$ cat src/hdl/fdst_ram.sv
// Generic single-write, single-read RAM with registered read data.
module fdst_ram #(
    parameter int WIDTH = 8,
    parameter int DEPTH = 64
) (
    input  logic                     clk,
    input  logic                     we,
    input  logic [$clog2(DEPTH > 1 ? DEPTH : 2)-1:0] waddr,
    input  logic [WIDTH-1:0]         wdata,
    input  logic [$clog2(DEPTH > 1 ? DEPTH : 2)-1:0] raddr,
    output logic [WIDTH-1:0]         rdata
);

    logic [WIDTH-1:0] store_reg [DEPTH];
    logic [WIDTH-1:0] rd_reg;

    always_ff @(posedge clk)
    begin
        if (we)
        begin
            store_reg[waddr] <= wdata;
        end
        rd_reg <= store_reg[raddr];
    end

    assign rdata = rd_reg;

endmodule

$ cat config.mk
export PLATFORM = sky130hd
export DESIGN_NAME = fdst_ram
export DESIGN_NICKNAME = d
export VERILOG_FILES = /design/src/hdl/fdst_ram.sv
export SDC_FILE = /design/constraint.sdc
export NUM_CORES = 1
export LEC_CHECK = 0
export BUFFER_PORTS_ARGS = -buffer_cell sky130_fd_sc_hd__clkbuf_2
export CAP_MARGIN = 30
export CORE_AREA = 2 2 215 323
export CTS_BUF_LIST = sky130_fd_sc_hd__clkbuf_2
export DETAILED_ROUTE_END_ITERATION = 8
export DIE_AREA = 0 0 217 325
export RECOVER_POWER = 50
export SYNTH_ARGS = -nofsm -noshare
export SYNTH_HDL_FRONTEND = slang
export SYNTH_SLANG_ARGS = --single-unit
export TNS_END_PERCENT = 50
$ cat constraint.sdc
create_clock -name clk -period 2.1 [get_ports clk]
set_clock_uncertainty 0.1 [all_clocks]
set_input_delay 0.105 -clock clk [delete_from_list [all_inputs] [get_ports clk]]
set_output_delay 0.105 -clock clk [all_outputs]
set_load 0.05 [all_outputs]
==> impl_metrics.toml <==
[global_routing]
grt_max_degree = 65
grt-ovfl-total = 0
antenna_found_initial = 2
grt_pass1_wl_um = 72200
grt_pass1_vias = 11000
grt.total_usage = 0.140

[clock_network]
cts_tree = "done"
root_buffer = "clkbuf_2"
cts.sinks = 520
htreeDepth = 3
post_cts.repair.setup_buffers = 0
insertion_delay_ps = 1090
cts-buffers-inserted = 102
clk_transition_reported_paths_ps = 130
clockBufferDepth = 3

[drt]
wl_per_cell_um = 22.4
drt_iter0_markers = 732
avgViaCountPerCell = 4.71
drt-pass1-iter-count = 5
drc = 0
antenna_left = 0
wl_um = 49100
vias = 10300

[power]
vdd_drop_max_v = 0.000310
p_leak_uw = 0.00774
powerDensity_nw_per_um2 = 793
p_comb_frac = 0.070
finalPower_uw = 18800
p_seq_frac = 0.613
power.share.clock = 0.316
p_int_uw = 14200
switchingPower_uw = 4530
switching_share = 0.241

[yosys]
syn-instance-count = 940
ys_top_cells_by_area = "edfxtp_1, mux4_2, nor2_1"
ys_types = 40
yosysTopAreaCell = "edfxtp_1"
synth_area_um2 = 20200
yosys_warnings = 0
netlist.area_leader.share = 0.762
syn-mean-instance-area_um2 = 21.5
syn_nets = 962
ys_ff_latch = 520
yosysSeqAreaShare = 0.770

[sta]
finalWorstSetupSlack_ps = 53.8
setup_viol = 0
worst_pin_slew_ps = 1510
layout_min_cycle_time_ps = 2050
hold_viol = 0
clock.fmax_mhz = 489
fin_crit_sh = 0.974
rsz0062_at_grt = "false"
whs_ps = 113
relSlewSlack = -0.00908
final_max_slew_viol_count = 96

[critical_path]
required_ps = 2960
cp-start-kind = "flop"
path_class = "flop to flop"
rr_startpoint = "store_reg[28][4]"
cp-end-kind = "flop"
crit_arrival_ps = 2900
cp_max_fo = 1
rrSetupSlack_ps = 50
startpoint = "store_reg[28][4]"

[cells_and_area]
largest_register_ffs = 512
drive_above_1_share = 0.372
nets = 1231
mostFrequentLayoutCells = "edfxtp_1, clkbuf_2, buf_4"
mostFrequentLayoutCell = "edfxtp_1"
layoutNonFillerInstCount = 2188
syn2layout_area_growth_pct = 17.5
post-route-util = 0.350
nFillCells = 6407

[hold_path]
hp-class = "input port to flop"
min_from = "waddr[2]"

[status]
violations = "max-capacitance violations, max-slew violations"
outcome = "finished with violations"

[die]
start_util = 0.298
core_region_area_um2 = 67600
die_w_um = 217
ios = 30
die_area_um2 = 70500
rows = 117
die_h_um = 325

[placement]
gp_congestion = 0.798
post-place-ws_ps = -306
post-place-cells = 1964
io_buffers = 29
dp_hpwl_um = 32600

[flow_run]
maxCapViolCount = 2
## cell type report
type                            count  area, um2  share of cell area
Clock buffer                      156        781              0.0330
Sequential cell                   520      15500               0.656
Antenna cell                        2       5.00            0.000211
Multi-Input combinational cell    369       4320               0.182
Timing Repair Buffer              216       1740              0.0736
Tap cell                          892       1120              0.0471
Clock inverter                     33        195             0.00824
## Yosys cell counts
| cell type | number |
|---|---|
| o2bb2ai_1 | 3 |
| buf_6 | 4 |
| o21ai_0 | 2 |
| mux2_2 | 13 |
| a2111oi_0 | 2 |
| and2_1 | 1 |
| nand4b_1 | 1 |
| clkbuf_1 | 17 |
| o32ai_1 | 2 |
| o21ai_1 | 2 |
| nor4_1 | 2 |
| buf_2 | 11 |
| nand4_1 | 2 |
| nor2b_1 | 14 |
| o22ai_1 | 8 |
| or3_1 | 1 |
| a31oi_1 | 1 |
| buf_12 | 2 |
| nand2_1 | 19 |
| buf_1 | 4 |
| mux4_2 | 126 |
| o311ai_1 | 1 |
| o221ai_1 | 8 |
| buf_4 | 13 |
| dfxtp_1 | 8 |
| nor3_1 | 7 |
| a221oi_1 | 6 |
| a22oi_1 | 3 |
| a21oi_1 | 3 |
| o2111ai_1 | 3 |
| o21a_1 | 2 |
| nand2b_1 | 7 |
| nor2_1 | 83 |
| o41ai_1 | 2 |
| a211oi_1 | 4 |
| o221a_2 | 2 |
| edfxtp_1 | 512 |
| nand3_1 | 13 |
| nand3b_1 | 3 |
| mux2i_1 | 23 |
## worst max-delay path, cell delays in order, from the launching register on
cell and delay, ps:
edfxtp_1 390, mux4_2 460, mux2_2 280, o221a_2 310, nor3_1 290, o32ai_1 130
## power by group through the flow
| stage | Sequential (uW) | Clock (uW) | Combinational [uW] |
|---|---|---|---|
| after floorplan | 11800 | 0 | 612 |
| after global placement | 11700 | 0 | 1280 |
| after detailed placement | 11700 | 0 | 1310 |
| after CTS | 11500 | 6120 | 1360 |
| after global routing | 11500 | 6580 | 1410 |
| final | 11500 | 5930 | 1320 |
## worst paths after layout
path / endpoint / cells past startpoint
max reg2reg: rdata[4] / 5
min: store_reg[53][6] / 5
max: rdata[4] / 5
min reg2reg: rdata[4] / 3
## cells by family after synthesis
family / count (synthesis) / synth area share
AOI/OAI and AO/OA: 54 / 0.0207
buffers and inverters: 51 / 0.0157
DFF: 520 / 0.770
muxes: 162 / 0.159
and+or+nand+nor: 153 / 0.0339
## layer usage
layer	share of wire	global-route usage	wire, um
met5	0	0	0
met1	0.37	0.156	18000
met3	0.045	0.0218	2220
met2	0.55	0.259	27100
met4	0.037	0.0670	1790
## repair_timing
action / CTS / global route
resized for setup: 8 / 1
endpoints found under the hold margin: 1032 / 0
pin swaps: 0 / 0
hold buffers: 33 / 0
gates cloned: 0 / 0
endpoints found under the setup margin: 7 / 1
## per-stage QoR
step / cell area, um2 / TNS (ps)
after floorplan: 20200 / 0
after global placement: 22400 / -1130
after detailed placement: 22400 / -1120
after CTS: 23800 / 0
after global routing: 23700 / 0
final: 23700 / 0
(Power assumes the default switching activity.)
