[src/hdl/fdst_pkg.sv]
// Shared types and constants of the fault debounce status table.
package fdst_pkg;

    localparam int INDEX_W = 6;
    localparam int CFG_ADDR_W = 6;

    typedef enum logic [1:0] {
        OP_FAILED = 2'd0,
        OP_PASSED = 2'd1,
        OP_CLEAR  = 2'd2,
        OP_CHECK  = 2'd3
    } op_t;

    typedef enum logic [2:0] {
        ST_PREFAILED = 3'd0,
        ST_PREPASSED = 3'd1,
        ST_CONFIRMED = 3'd2,
        ST_HEALED    = 3'd3,
        ST_CLEARED   = 3'd4,
        ST_ABSENT    = 3'd5
    } status_t;

    typedef enum logic [2:0] {
        REG_CRIT_CONFIRM = 3'd0,
        REG_CONFIRM_LVL  = 3'd1,
        REG_HEALING_ON   = 3'd2,
        REG_HEAL_LVL     = 3'd3,
        REG_AGE          = 3'd4,
        REG_CRIT_SEV     = 3'd5
    } reg_index_t;

    typedef struct packed {
        logic [1:0]         operation;
        logic [INDEX_W-1:0] fault_index;
        logic [7:0]         severity_in;
        logic [62:0]        time_ns;
    } item_t;

    typedef struct packed {
        logic               new_occurrence;
        logic [2:0]         entry_status;
        logic signed [31:0] counter_now;
        logic [31:0]        occurrences;
        logic [7:0]         peak_severity;
        logic [6:0]         confirmed_count;
    } result_t;

    typedef struct packed {
        logic               critical_confirm_now;
        logic signed [31:0] confirm_level;
        logic               healing_on;
        logic signed [31:0] heal_level;
        logic [62:0]        auto_confirm_age_ns;
        logic [7:0]         critical_severity;
    } cfg_t;

    // one table entry as stored in memory
    typedef struct packed {
        status_t            status;
        logic signed [31:0] count;
        logic [31:0]        occ;
        logic [7:0]         sev;
        logic [62:0]        last_fail;
    } entry_t;

    typedef struct packed {
        logic   write;
        logic   new_occ;
        entry_t entry;
        logic   age_hit;
    } upd_t;

endpackage

[src/hdl/fdst_update.sv]
// Next-entry logic: failed, passed and clear updates, and the age test.
module fdst_update (
    input  fdst_pkg::cfg_t  cfg,
    input  logic [1:0]      operation,
    input  logic [7:0]      severity_in,
    input  logic [62:0]     time_ns,
    input  logic            hit,
    input  fdst_pkg::entry_t cur,
    output fdst_pkg::upd_t  upd
);

    logic               crit;
    logic               cleared;
    logic signed [31:0] c;
    logic signed [31:0] cp;
    logic [63:0]        due;

    assign crit = cfg.critical_confirm_now && (severity_in == cfg.critical_severity);
    assign cleared = (cur.status == fdst_pkg::ST_CLEARED);
    assign due = {1'b0, cur.last_fail} + {1'b0, cfg.auto_confirm_age_ns};

    always_comb
    begin
        c = cleared ? 32'sd0 : cur.count;
        if (c != 32'sh8000_0000)
        begin
            c = c - 32'sd1;
        end
        cp = cur.count;
        if (cp != 32'sh7FFF_FFFF)
        begin
            cp = cp + 32'sd1;
        end

        upd.write = 1'b0;
        upd.new_occ = 1'b0;
        upd.entry = cur;
        upd.age_hit = hit && (cur.status == fdst_pkg::ST_PREFAILED) &&
                      (cur.last_fail != 63'd0) && (due <= {1'b0, time_ns});

        case (fdst_pkg::op_t'(operation))
            fdst_pkg::OP_FAILED:
            begin
                upd.write = 1'b1;
                upd.entry.last_fail = time_ns;
                if (!hit)
                begin
                    upd.new_occ = 1'b1;
                    upd.entry.count = -32'sd1;
                    upd.entry.status = (crit || cfg.confirm_level >= -32'sd1) ?
                                       fdst_pkg::ST_CONFIRMED : fdst_pkg::ST_PREFAILED;
                    upd.entry.occ = 32'd1;
                    upd.entry.sev = severity_in;
                end
                else
                begin
                    upd.new_occ = cleared;
                    if (severity_in > cur.sev)
                    begin
                        upd.entry.sev = severity_in;
                    end
                    if (cur.occ != 32'hFFFF_FFFF)
                    begin
                        upd.entry.occ = cur.occ + 32'd1;
                    end
                    upd.entry.count = c;
                    if (crit || c <= cfg.confirm_level)
                        upd.entry.status = fdst_pkg::ST_CONFIRMED;
                    else if (c < 0)
                        upd.entry.status = fdst_pkg::ST_PREFAILED;
                    else if (c > 0)
                        upd.entry.status = fdst_pkg::ST_PREPASSED;
                    else if (cleared)
                        upd.entry.status = fdst_pkg::ST_CLEARED;
                end
            end
            fdst_pkg::OP_PASSED:
            begin
                if (hit && !cleared)
                begin
                    upd.write = 1'b1;
                    upd.entry.count = cp;
                    if (cfg.healing_on && cp >= cfg.heal_level)
                        upd.entry.status = fdst_pkg::ST_HEALED;
                    else if (cp > 0)
                        upd.entry.status = fdst_pkg::ST_PREPASSED;
                    else if (cp < 0)
                        upd.entry.status = fdst_pkg::ST_PREFAILED;
                end
            end
            fdst_pkg::OP_CLEAR:
            begin
                if (hit)
                begin
                    upd.write = 1'b1;
                    upd.new_occ = 1'b1;
                    upd.entry.status = fdst_pkg::ST_CLEARED;
                end
            end
            default: ;
        endcase
    end

endmodule
[config.mk]
export PLATFORM = sky130hd
export DESIGN_NAME = fdst_update
export DESIGN_NICKNAME = d
export VERILOG_FILES = /design/src/hdl/fdst_pkg.sv /design/src/hdl/fdst_update.sv
export SDC_FILE = /design/constraint.sdc
export NUM_CORES = 1
export LEC_CHECK = 0
export ABC_AREA = 1
export CAP_MARGIN = 20
export CELL_PAD_IN_SITES_DETAIL_PLACEMENT = 0
export CELL_PAD_IN_SITES_GLOBAL_PLACEMENT = 2
export CORE_UTILIZATION = 35
export DETAILED_ROUTE_END_ITERATION = 16
export DONT_BUFFER_PORTS = 1
export PLACE_DENSITY_LB_ADDON = 0.1
export SETUP_SLACK_MARGIN = 0.15
export SLEW_MARGIN = 20
export SYNTH_ARGS = -nofsm -noshare
export SYNTH_HDL_FRONTEND = slang
export SYNTH_SLANG_ARGS = --single-unit
[constraint.sdc]
create_clock -name vclk -period 11.2
set_input_delay 2.24 -clock vclk [all_inputs]
set_output_delay 2.24 -clock vclk [all_outputs]
set_load 0.01 [all_outputs]
==> out/qor.yml <==
run_status: "finished clean"
path_max_fanout: 4
final_common_cell: "nand2_1"
tightest_slew_ns: 1.08
p_total_mw: 0.691
die_y_um: 199
overflow: 0
final.period_utilization_pct: 83.0
yosys_warnings: 0
stdcell_count: 3023
max_stage_delay_ns: 0.63
cts_hold_buf: 0
relSlewSlack_pct: 27.3
worstPathRequired_ns: 8.96
hold_viol_final: 0
grt_pass1_vias: 16300
final-max-slew-violation-count: 0
cp-start-kind: "input port"
wirelength_um: 65600
cts_resized: 0
numPortBuffers: 0
num-nets-final: 3065
drtIter0Drc: 1035
core_sq_mm: 0.0379
ys_types: 51
period_needed_ns: 9.30
setup_violations: 0
seq_cells: 0
drc: 0
grt_use_total_pct: 31.9
min_path_type: "in -> out"
dpl.cell_count: 3023
ff_latch_area_sq_um: 0
final_cell_mix: "582 x nand2_1, 444 x inv_1, 279 x nor2_1"
die_area_sq_mm: 0.0396
cp.arrival_ns: 7.06
ios: 490
syn_area_per_cell_sq_um: 5.30
power_leakage_nw: 7.27
rsz0062_at_grt: "no"
vias: 16800
place.gp.congestion: 0.981
fp-row-count: 71
synth_top_area_share_pct: 18.5
hpwlAfterDp_um: 56800
grt_first_pass_wirelength_um: 96600
wl_per_cell_um: 21.7
area_growth_pct: 3.32
die_w_um: 199
critPathSlowestCell: "a21boi_0"
critPathKind: "in -> out"
nClkBuffers: 0
synth_nets: 3112
ys_top_cells_by_area: "ha_1 19%, nand2_1 16%, inv_1 12%"
setup.worst_path.start: "cfg[8]"
synth_top_area_cell: "ha_1"
diodes: 0
viasPerCell: 5.56
end_kind: "primary output"
max_freq_mhz: 108
peakVddDrop_mv: 0.0242
drv_cap: 0
ant_nets: 0
yosysSeqAreaShare_pct: 0
path_common_cell: "nand2_1"
antenna_found_initial: 1
power_density_mw_per_mm2: 49.2
final.setup.tns_ns: 0
first_pass_iters: 7
grt_max_degree: 117
netlist_area_sq_mm: 0.0136
post_cts_buffers: 0
cp-endpoint: "upd[0]"
start_util_pct: 35.8
syn_inst: 2561
drive_above_1_share_pct: 2.31
[worst max-delay path: cells and delay by family]
kind / cells / cell delay, ns
buffers and inverters: 1 / 0.10
XOR/XNOR: 1 / 0.18
AND/OR/NAND/NOR: 22 / 2.62
adder cells (fa/ha/maj): 3 / 0.89
AO/OA/AOI/OAI: 3 / 1.03
[worst min-delay path by stage]
stage / start / end / cells past startpoint / slack [ns]
CTS: cur[102] / upd[103] / 1 / 4.56
floorplan: cur[102] / upd[103] / 1 / 4.56
finish: cur[95] / upd[96] / 1 / 4.56
detailed placement: cur[102] / upd[103] / 1 / 4.56
global placement: cur[95] / upd[96] / 1 / 4.57
global route: cur[95] / upd[96] / 1 / 4.57
[power breakdown]
part	internal, mW	total [mW]	switching, mW
logic	0.229	0.691	0.461
clock network	0	0	0
registers	0	0	0
[cell families after synthesis]
family | share of synthesized area, %
fa+ha+maj | 18.7
compound gates | 25.1
xor+xnor | 5.61
buf+inv | 14.5
simple gates | 36.1
[cells in the mapped netlist (3+ instances only)]
cell       instances
nor2_4             5
nand4_1           65
nand2_2            6
buf_1              6
nor4_1            29
o211ai_1          31
nand3_1          107
clkbuf_1          39
o211a_1            3
clkinv_1           3
o21ai_0          221
nand3_2            5
a211oi_1           6
nor2_1           280
nand2_1          582
o21bai_1           9
nand3b_1           5
o2111ai_1          6
a31oi_1           23
o21a_1            10
o21ai_1           17
inv_2              5
a21oi_1          259
buf_6              4
nor3_1            38
buf_2              8
o41ai_1            3
xnor2_1           29
ha_1             201
and3_1             3
inv_1            444
o221ai_1           7
o21ai_2           10
a21o_1             6
nor2_2             8
xor2_1            58
[final cells by class]
| class | instances | area (sq um) |
|---|---|---|
| fill | 4494 | 23900 |
| inverter | 453 | 1700 |
| multi-input combinational | 2050 | 11600 |
| tap | 511 | 639 |
| timing repair buffer | 9 | 71.3 |
[per-stage QoR]
stage	utilization (%)	cell area [sq um]	worst slack, ns	hold WS, ns
floorplan	-	13600	3.32	4.56
global placement	37.0	14000	1.90	4.57
detailed placement	37.0	14000	1.91	4.56
CTS	37.0	14000	1.88	4.56
global route	37.0	14000	1.42	4.57
finish	37.0	14000	1.90	4.56
[routing by layer]
| metal | vias to the layer above | part of all wire (%) | global-route usage [%] | wire length, um |
|---|---|---|---|---|
| li1 | 8423 | - | - | - |
| met1 | 7699 | 41 | 38.3 | 26900 |
| met5 | - | 0.026 | 0 | 17 |
| met4 | 2 | 3.9 | 11.3 | 2580 |
| met2 | 581 | 48 | 57.1 | 31500 |
| met3 | 117 | 7.0 | 5.04 | 4600 |
No activity file was read; power rests on OpenSTA's default activity.
