**src/hdl/fdst_pkg.sv**
```systemverilog
// Shared types and constants of the fault debounce status table.
package fdst_pkg;

    localparam int INDEX_W = 6;
    localparam int CFG_ADDR_W = 6;

    typedef enum logic [1:0] {
        OP_FAILED = 2'd0,
        OP_PASSED = 2'd1,
        OP_CLEAR  = 2'd2,
        OP_CHECK  = 2'd3
    } op_t;

    typedef enum logic [2:0] {
        ST_PREFAILED = 3'd0,
        ST_PREPASSED = 3'd1,
        ST_CONFIRMED = 3'd2,
        ST_HEALED    = 3'd3,
        ST_CLEARED   = 3'd4,
        ST_ABSENT    = 3'd5
    } status_t;

    typedef enum logic [2:0] {
        REG_CRIT_CONFIRM = 3'd0,
        REG_CONFIRM_LVL  = 3'd1,
        REG_HEALING_ON   = 3'd2,
        REG_HEAL_LVL     = 3'd3,
        REG_AGE          = 3'd4,
        REG_CRIT_SEV     = 3'd5
    } reg_index_t;

    typedef struct packed {
        logic [1:0]         operation;
        logic [INDEX_W-1:0] fault_index;
        logic [7:0]         severity_in;
        logic [62:0]        time_ns;
    } item_t;

    typedef struct packed {
        logic               new_occurrence;
        logic [2:0]         entry_status;
        logic signed [31:0] counter_now;
        logic [31:0]        occurrences;
        logic [7:0]         peak_severity;
        logic [6:0]         confirmed_count;
    } result_t;

    typedef struct packed {
        logic               critical_confirm_now;
        logic signed [31:0] confirm_level;
        logic               healing_on;
        logic signed [31:0] heal_level;
        logic [62:0]        auto_confirm_age_ns;
        logic [7:0]         critical_severity;
    } cfg_t;

    // one table entry as stored in memory
    typedef struct packed {
        status_t            status;
        logic signed [31:0] count;
        logic [31:0]        occ;
        logic [7:0]         sev;
        logic [62:0]        last_fail;
    } entry_t;

    typedef struct packed {
        logic   write;
        logic   new_occ;
        entry_t entry;
        logic   age_hit;
    } upd_t;

endpackage

```
**src/hdl/fdst_cfg.sv**
```systemverilog
// APB configuration registers of the fault table.
module fdst_cfg (
    input  logic                            clk,
    input  logic                            rst_n,
    input  logic                            psel,
    input  logic                            penable,
    input  logic                            pwrite,
    input  logic [fdst_pkg::CFG_ADDR_W-1:0] paddr,
    input  logic [63:0]                     pwdata,
    output logic [63:0]                     prdata,
    output logic                            pready,
    output fdst_pkg::cfg_t                  cfg
);

    fdst_pkg::cfg_t cfg_reg;
    fdst_pkg::reg_index_t sel;
    logic wr;

    assign sel = fdst_pkg::reg_index_t'(paddr[5:3]);
    assign wr = psel && penable && pwrite;
    assign pready = 1'b1;

    always_ff @(posedge clk or negedge rst_n)
    begin
        if (!rst_n)
        begin
            cfg_reg.critical_confirm_now <= 1'b0;
            cfg_reg.confirm_level        <= -32'sd1;
            cfg_reg.healing_on           <= 1'b0;
            cfg_reg.heal_level           <= 32'sd3;
            cfg_reg.auto_confirm_age_ns  <= 63'd0;
            cfg_reg.critical_severity    <= 8'd3;
        end
        else if (wr)
        begin
            case (sel)
                fdst_pkg::REG_CRIT_CONFIRM: cfg_reg.critical_confirm_now <= pwdata[0];
                fdst_pkg::REG_CONFIRM_LVL:  cfg_reg.confirm_level <= signed'(pwdata[31:0]);
                fdst_pkg::REG_HEALING_ON:   cfg_reg.healing_on <= pwdata[0];
                fdst_pkg::REG_HEAL_LVL:     cfg_reg.heal_level <= signed'(pwdata[31:0]);
                fdst_pkg::REG_AGE:          cfg_reg.auto_confirm_age_ns <= pwdata[62:0];
                fdst_pkg::REG_CRIT_SEV:     cfg_reg.critical_severity <= pwdata[7:0];
                default: ;
            endcase
        end
    end

    always_comb
    begin
        case (sel)
            fdst_pkg::REG_CRIT_CONFIRM: prdata = {63'd0, cfg_reg.critical_confirm_now};
            fdst_pkg::REG_CONFIRM_LVL:  prdata = {32'd0, cfg_reg.confirm_level};
            fdst_pkg::REG_HEALING_ON:   prdata = {63'd0, cfg_reg.healing_on};
            fdst_pkg::REG_HEAL_LVL:     prdata = {32'd0, cfg_reg.heal_level};
            fdst_pkg::REG_AGE:          prdata = {1'b0, cfg_reg.auto_confirm_age_ns};
            fdst_pkg::REG_CRIT_SEV:     prdata = {56'd0, cfg_reg.critical_severity};
            default:                    prdata = 64'd0;
        endcase
    end

    assign cfg = cfg_reg;

endmodule

```
**config.mk**
```make
export PLATFORM = sky130hd
export DESIGN_NAME = fdst_cfg
export DESIGN_NICKNAME = d
export VERILOG_FILES = /design/src/hdl/fdst_pkg.sv /design/src/hdl/fdst_cfg.sv
export SDC_FILE = /design/constraint.sdc
export NUM_CORES = 1
export LEC_CHECK = 0
export ABC_AREA = 1
export BUFFER_PORTS_ARGS = -buffer_cell sky130_fd_sc_hd__buf_2
export CORE_MARGIN = 2
export CORE_UTILIZATION = 30
export DETAILED_ROUTE_END_ITERATION = 10
export GPL_TIMING_DRIVEN = 0
export HOLD_SLACK_MARGIN = 0.08
export PLACE_DENSITY = 0.58
export REMOVE_ABC_BUFFERS = 1
export SYNTH_ARGS = -nofsm -noshare
export SYNTH_HDL_FRONTEND = slang
export SYNTH_SLANG_ARGS = --single-unit
export TNS_END_PERCENT = 5
```
**constraint.sdc**
```tcl
create_clock -name clk -period 1.3 [get_ports clk]
set_input_delay 0.13 -clock clk [delete_from_list [all_inputs] [get_ports clk]]
set_output_delay 0.13 -clock clk [all_outputs]
set_load 0.005 [all_outputs]
```
==> results.py <==
metrics = {
    "timing": {
        "worst_slew_pin_slew_ps": 689,
        "clock-skew-final_ps": 0,
        "hold_violations": 0,
        "timing.slew.headroom_pct": 54.1,
        "final-max-slew-violation-count": 0,
        "timing.setup.tns_ps": -735,
        "period_needed_ps": 1450,
        "final.setup.worst_slack_ps": -155,
        "grt_setup_unrepaired": "yes",
        "setup_viol_count_final": 19,
        "layout_worst_path_cycle_share_pct": 112,
        "maximum_operating_frequency_mhz": 687,
    },
    "logic_synthesis": {
        "syn-mean-instance-area_um2": 7.87,
        "synth.cell_area_mm2": 0.00629,
        "seq_area_frac_synth_pct": 55.2,
        "synth_cell_types": 21,
        "postSynthRegisterBits": 137,
        "postSynthCellCount": 799,
        "synthesis_warnings": 0,
    },
    "finish": {
        "area.growth.synth_to_final_pct": 52.8,
        "postLayoutCoreUtil_pct": 47.0,
        "commonest_cells_after_routing_fill_and_taps_aside": "305 x sky130_fd_sc_hd__nand2_1, 260 x sky130_fd_sc_hd__buf_2, 108 x sky130_fd_sc_hd__o21ai_0, 101 x sky130_fd_sc_hd__dfrtp_1, 64 x sky130_fd_sc_hd__dlygate4sd3_1",
        "mostFrequentLayoutCell": "sky130_fd_sc_hd__nand2_1",
        "postLayoutCellArea_mm2": 0.00961,
        "antennaDiodeCount": 0,
        "fraction_of_layout_instances_using_a_drive_strength_above_1_pct": 34.6,
        "largest_register_ffs": 137,
        "nets_final": 1208,
        "filler_cell_count": 2000,
    },
    "global_route": {
        "gr-total-overflow": 0,
        "use_met1_pct": 27.5,
        "grtUsageMet2_pct": 33.9,
        "grt_max_degree": 71,
        "grt.busiest_layer": "met2",
        "via_count_of_the_first_global_routing_pass": 6438,
        "grt_antenna_before_repair": 0,
        "global_route.usage.met3_pct": 4.95,
        "global_route_wire_length_before_repair_um": 35500,
        "gr-usage-all-layers_pct": 20.8,
    },
    "worst_setup_path": {
        "reg2reg_from": "cfg[113]",
        "critical_path.max_fanout": 3,
        "critical_path_class": "reg2out",
        "arrival_ps": 1320,
        "crit_start": "cfg[71]",
        "required_ps": 1170,
        "endpoint_type_of_the_worst_setup_path": "primary output",
        "worstSetupStartpointType": "register",
    },
    "floorplanning": {
        "initial_core_utilization_pct": 30.8,
        "design.portCount": 277,
        "die-area_mm2": 0.0221,
        "row_count": 52,
        "core_region_area_mm2": 0.0204,
        "width_of_the_die_um": 149,
        "die_height_um": 149,
    },
    "clocking": {
        "clk_pin_slew_ps": 60,
        "cts_tree": "built",
        "clk_latency_ps": 410,
        "cts_htree_levels": 4,
        "numCtsBuffers": 17,
        "max-clock-path-buffers": 2,
        "cts.sink_count": 137,
        "cts-root-buf": "sky130_fd_sc_hd__clkbuf_16",
    },
    "route": {
        "drtAntennaViolNets": 0,
        "detail_route.iter0.violations": 247,
        "wl_per_cell_um": 15.9,
        "drc": 0,
        "vias_per_cell": 4.64,
        "finalWirelength_um": 22500,
        "drt_pre_antenna_iters": 5,
        "num_vias": 6575,
    },
    "placed_design": {
        "dp_hpwl_um": 13900,
        "finalWeightedCongestion": 0.765,
        "detailed_place.area_mm2": 0.00800,
        "port-buffer-count": 270,
    },
    "power_and_ir_drop": {
        "power_uw": 13800,
        "p_leak_uw": 0.00512,
        "netSwitchingFraction_pct": 29.0,
        "internal_power_uw": 9820,
        "power_frac_seq_pct": 42.6,
        "peakVddDrop_v": 0.000759,
        "netSwitchingPower_uw": 4000,
        "clock_power_share_pct": 36.0,
        "power-per-cell-area_mw_per_mm2": 1440,
        "power.combinational.fraction_pct": 21.3,
    },
    "status": {
        "status": "complete, but fails checks",
        "failed_checks": "setup timing",
    },
    "worst_hold_path": {
        "tightest_hold_check_type": "in2reg",
        "hp-start": "pwrite",
    },
    "job": {
        "cap_violations": 0,
    },
}
logic make-up (layout without fill, tap and decap cells):
group           after synthesis  count (layout)  synth area share, %
compound gates              121             121                 9.63
buf+inv                     111             456                 7.64
flops                       137             137                 55.2
other cells                   2               2                0.119
simple gates                428             430                 27.4
path summary, 6_finish.rpt:
| path | end | slack, ps | cells after the start |
|---|---|---|---|
| worst min-delay path | cfg[110] | 140 | 5 |
| worst max-delay path | prdata[0] | -150 | 5 |
| max in group asynchronous | cfg[115] | 200 | 3 |
| worst max register to register | cfg[113] | 380 | 4 |
| worst min register to register | cfg[116] | 470 | 2 |
| min in group asynchronous | cfg[74] | 270 | 2 |
power groups by stage:
stage / clock [uW] / combinational (uW) / sequential [uW]
3_5_place_dp: 0 / 2670 / 5930
6_report: 4980 / 2950 / 5890
3_3_place_gp: 0 / 2560 / 5940
2_1_floorplan: 0 / 929 / 5950
4_1_cts: 5110 / 2950 / 5880
5_1_grt: 5310 / 3340 / 6020
timing repair:
item	CTS	global route
buffers inserted	18	0
hold buffers	64	0
gates cloned	4	0
gates resized for setup	24	21
setup endpoints to repair	198	95
endpoints found under the hold margin	184	0
pin swaps	11	4
per-stage QoR:
stage          std cells  setup slack, ps  hold slack (ps)
5_1_grt             1416             -238              129
4_1_cts             1416             -183              109
3_5_place_dp        1298            -1720              184
6_report            1416             -155              137
2_1_floorplan        748            -2310             -166
3_3_place_gp        1288            -5400              338
metal layers:
metal	vias up	part of all wire [%]	wire [um]
met1	3143	46	10300
met5	-	0	0
li1	3181	-	-
met3	29	6.1	1360
met2	222	46	10500
met4	0	1.9	425
cells in the mapped netlist:
master | n | area, um^2
sky130_fd_sc_hd__nand4_1 | 2 | 12.5
sky130_fd_sc_hd__buf_2 | 15 | 75.1
sky130_fd_sc_hd__nor2_2 | 1 | 6.26
sky130_fd_sc_hd__nor2_1 | 44 | 165
sky130_fd_sc_hd__dfrtp_1 | 101 | 2530
sky130_fd_sc_hd__nor3_1 | 1 | 5.00
sky130_fd_sc_hd__nand3_1 | 66 | 330
sky130_fd_sc_hd__nand3_2 | 2 | 20.0
sky130_fd_sc_hd__inv_1 | 59 | 221
sky130_fd_sc_hd__conb_1 | 2 | 7.51
sky130_fd_sc_hd__a21oi_1 | 8 | 40.0
sky130_fd_sc_hd__buf_6 | 1 | 11.3
sky130_fd_sc_hd__clkbuf_1 | 24 | 90.1
sky130_fd_sc_hd__nor3_4 | 1 | 16.3
sky130_fd_sc_hd__nand2_1 | 311 | 1170
sky130_fd_sc_hd__o21ai_0 | 109 | 546
sky130_fd_sc_hd__o21ai_1 | 4 | 20.0
sky130_fd_sc_hd__inv_2 | 1 | 3.75
sky130_fd_sc_hd__buf_4 | 10 | 75.1
sky130_fd_sc_hd__buf_1 | 1 | 3.75
sky130_fd_sc_hd__dfstp_2 | 36 | 946
layout make-up:
type | instances | area [um^2] | share of cell area [%]
timing repair inverter | 2 | 15.0 | 0.156
clock buffer | 21 | 460 | 4.79
clock inverter | 11 | 146 | 1.52
sequential | 137 | 3470 | 36.1
tap | 270 | 338 | 3.52
inverter | 60 | 236 | 2.46
timing repair buffer | 362 | 2470 | 25.7
multi-input combinational | 553 | 2470 | 25.7
worst max-delay path: stages (launching register included):
cell and delay (ps):
sky130_fd_sc_hd__dfstp_2 550, sky130_fd_sc_hd__nand4_1 110, sky130_fd_sc_hd__nand2_1 70, sky130_fd_sc_hd__nor2_1 40, sky130_fd_sc_hd__nand2_1 40, sky130_fd_sc_hd__buf_2 100
Note: power is estimated with default switching activity, not from simulation.
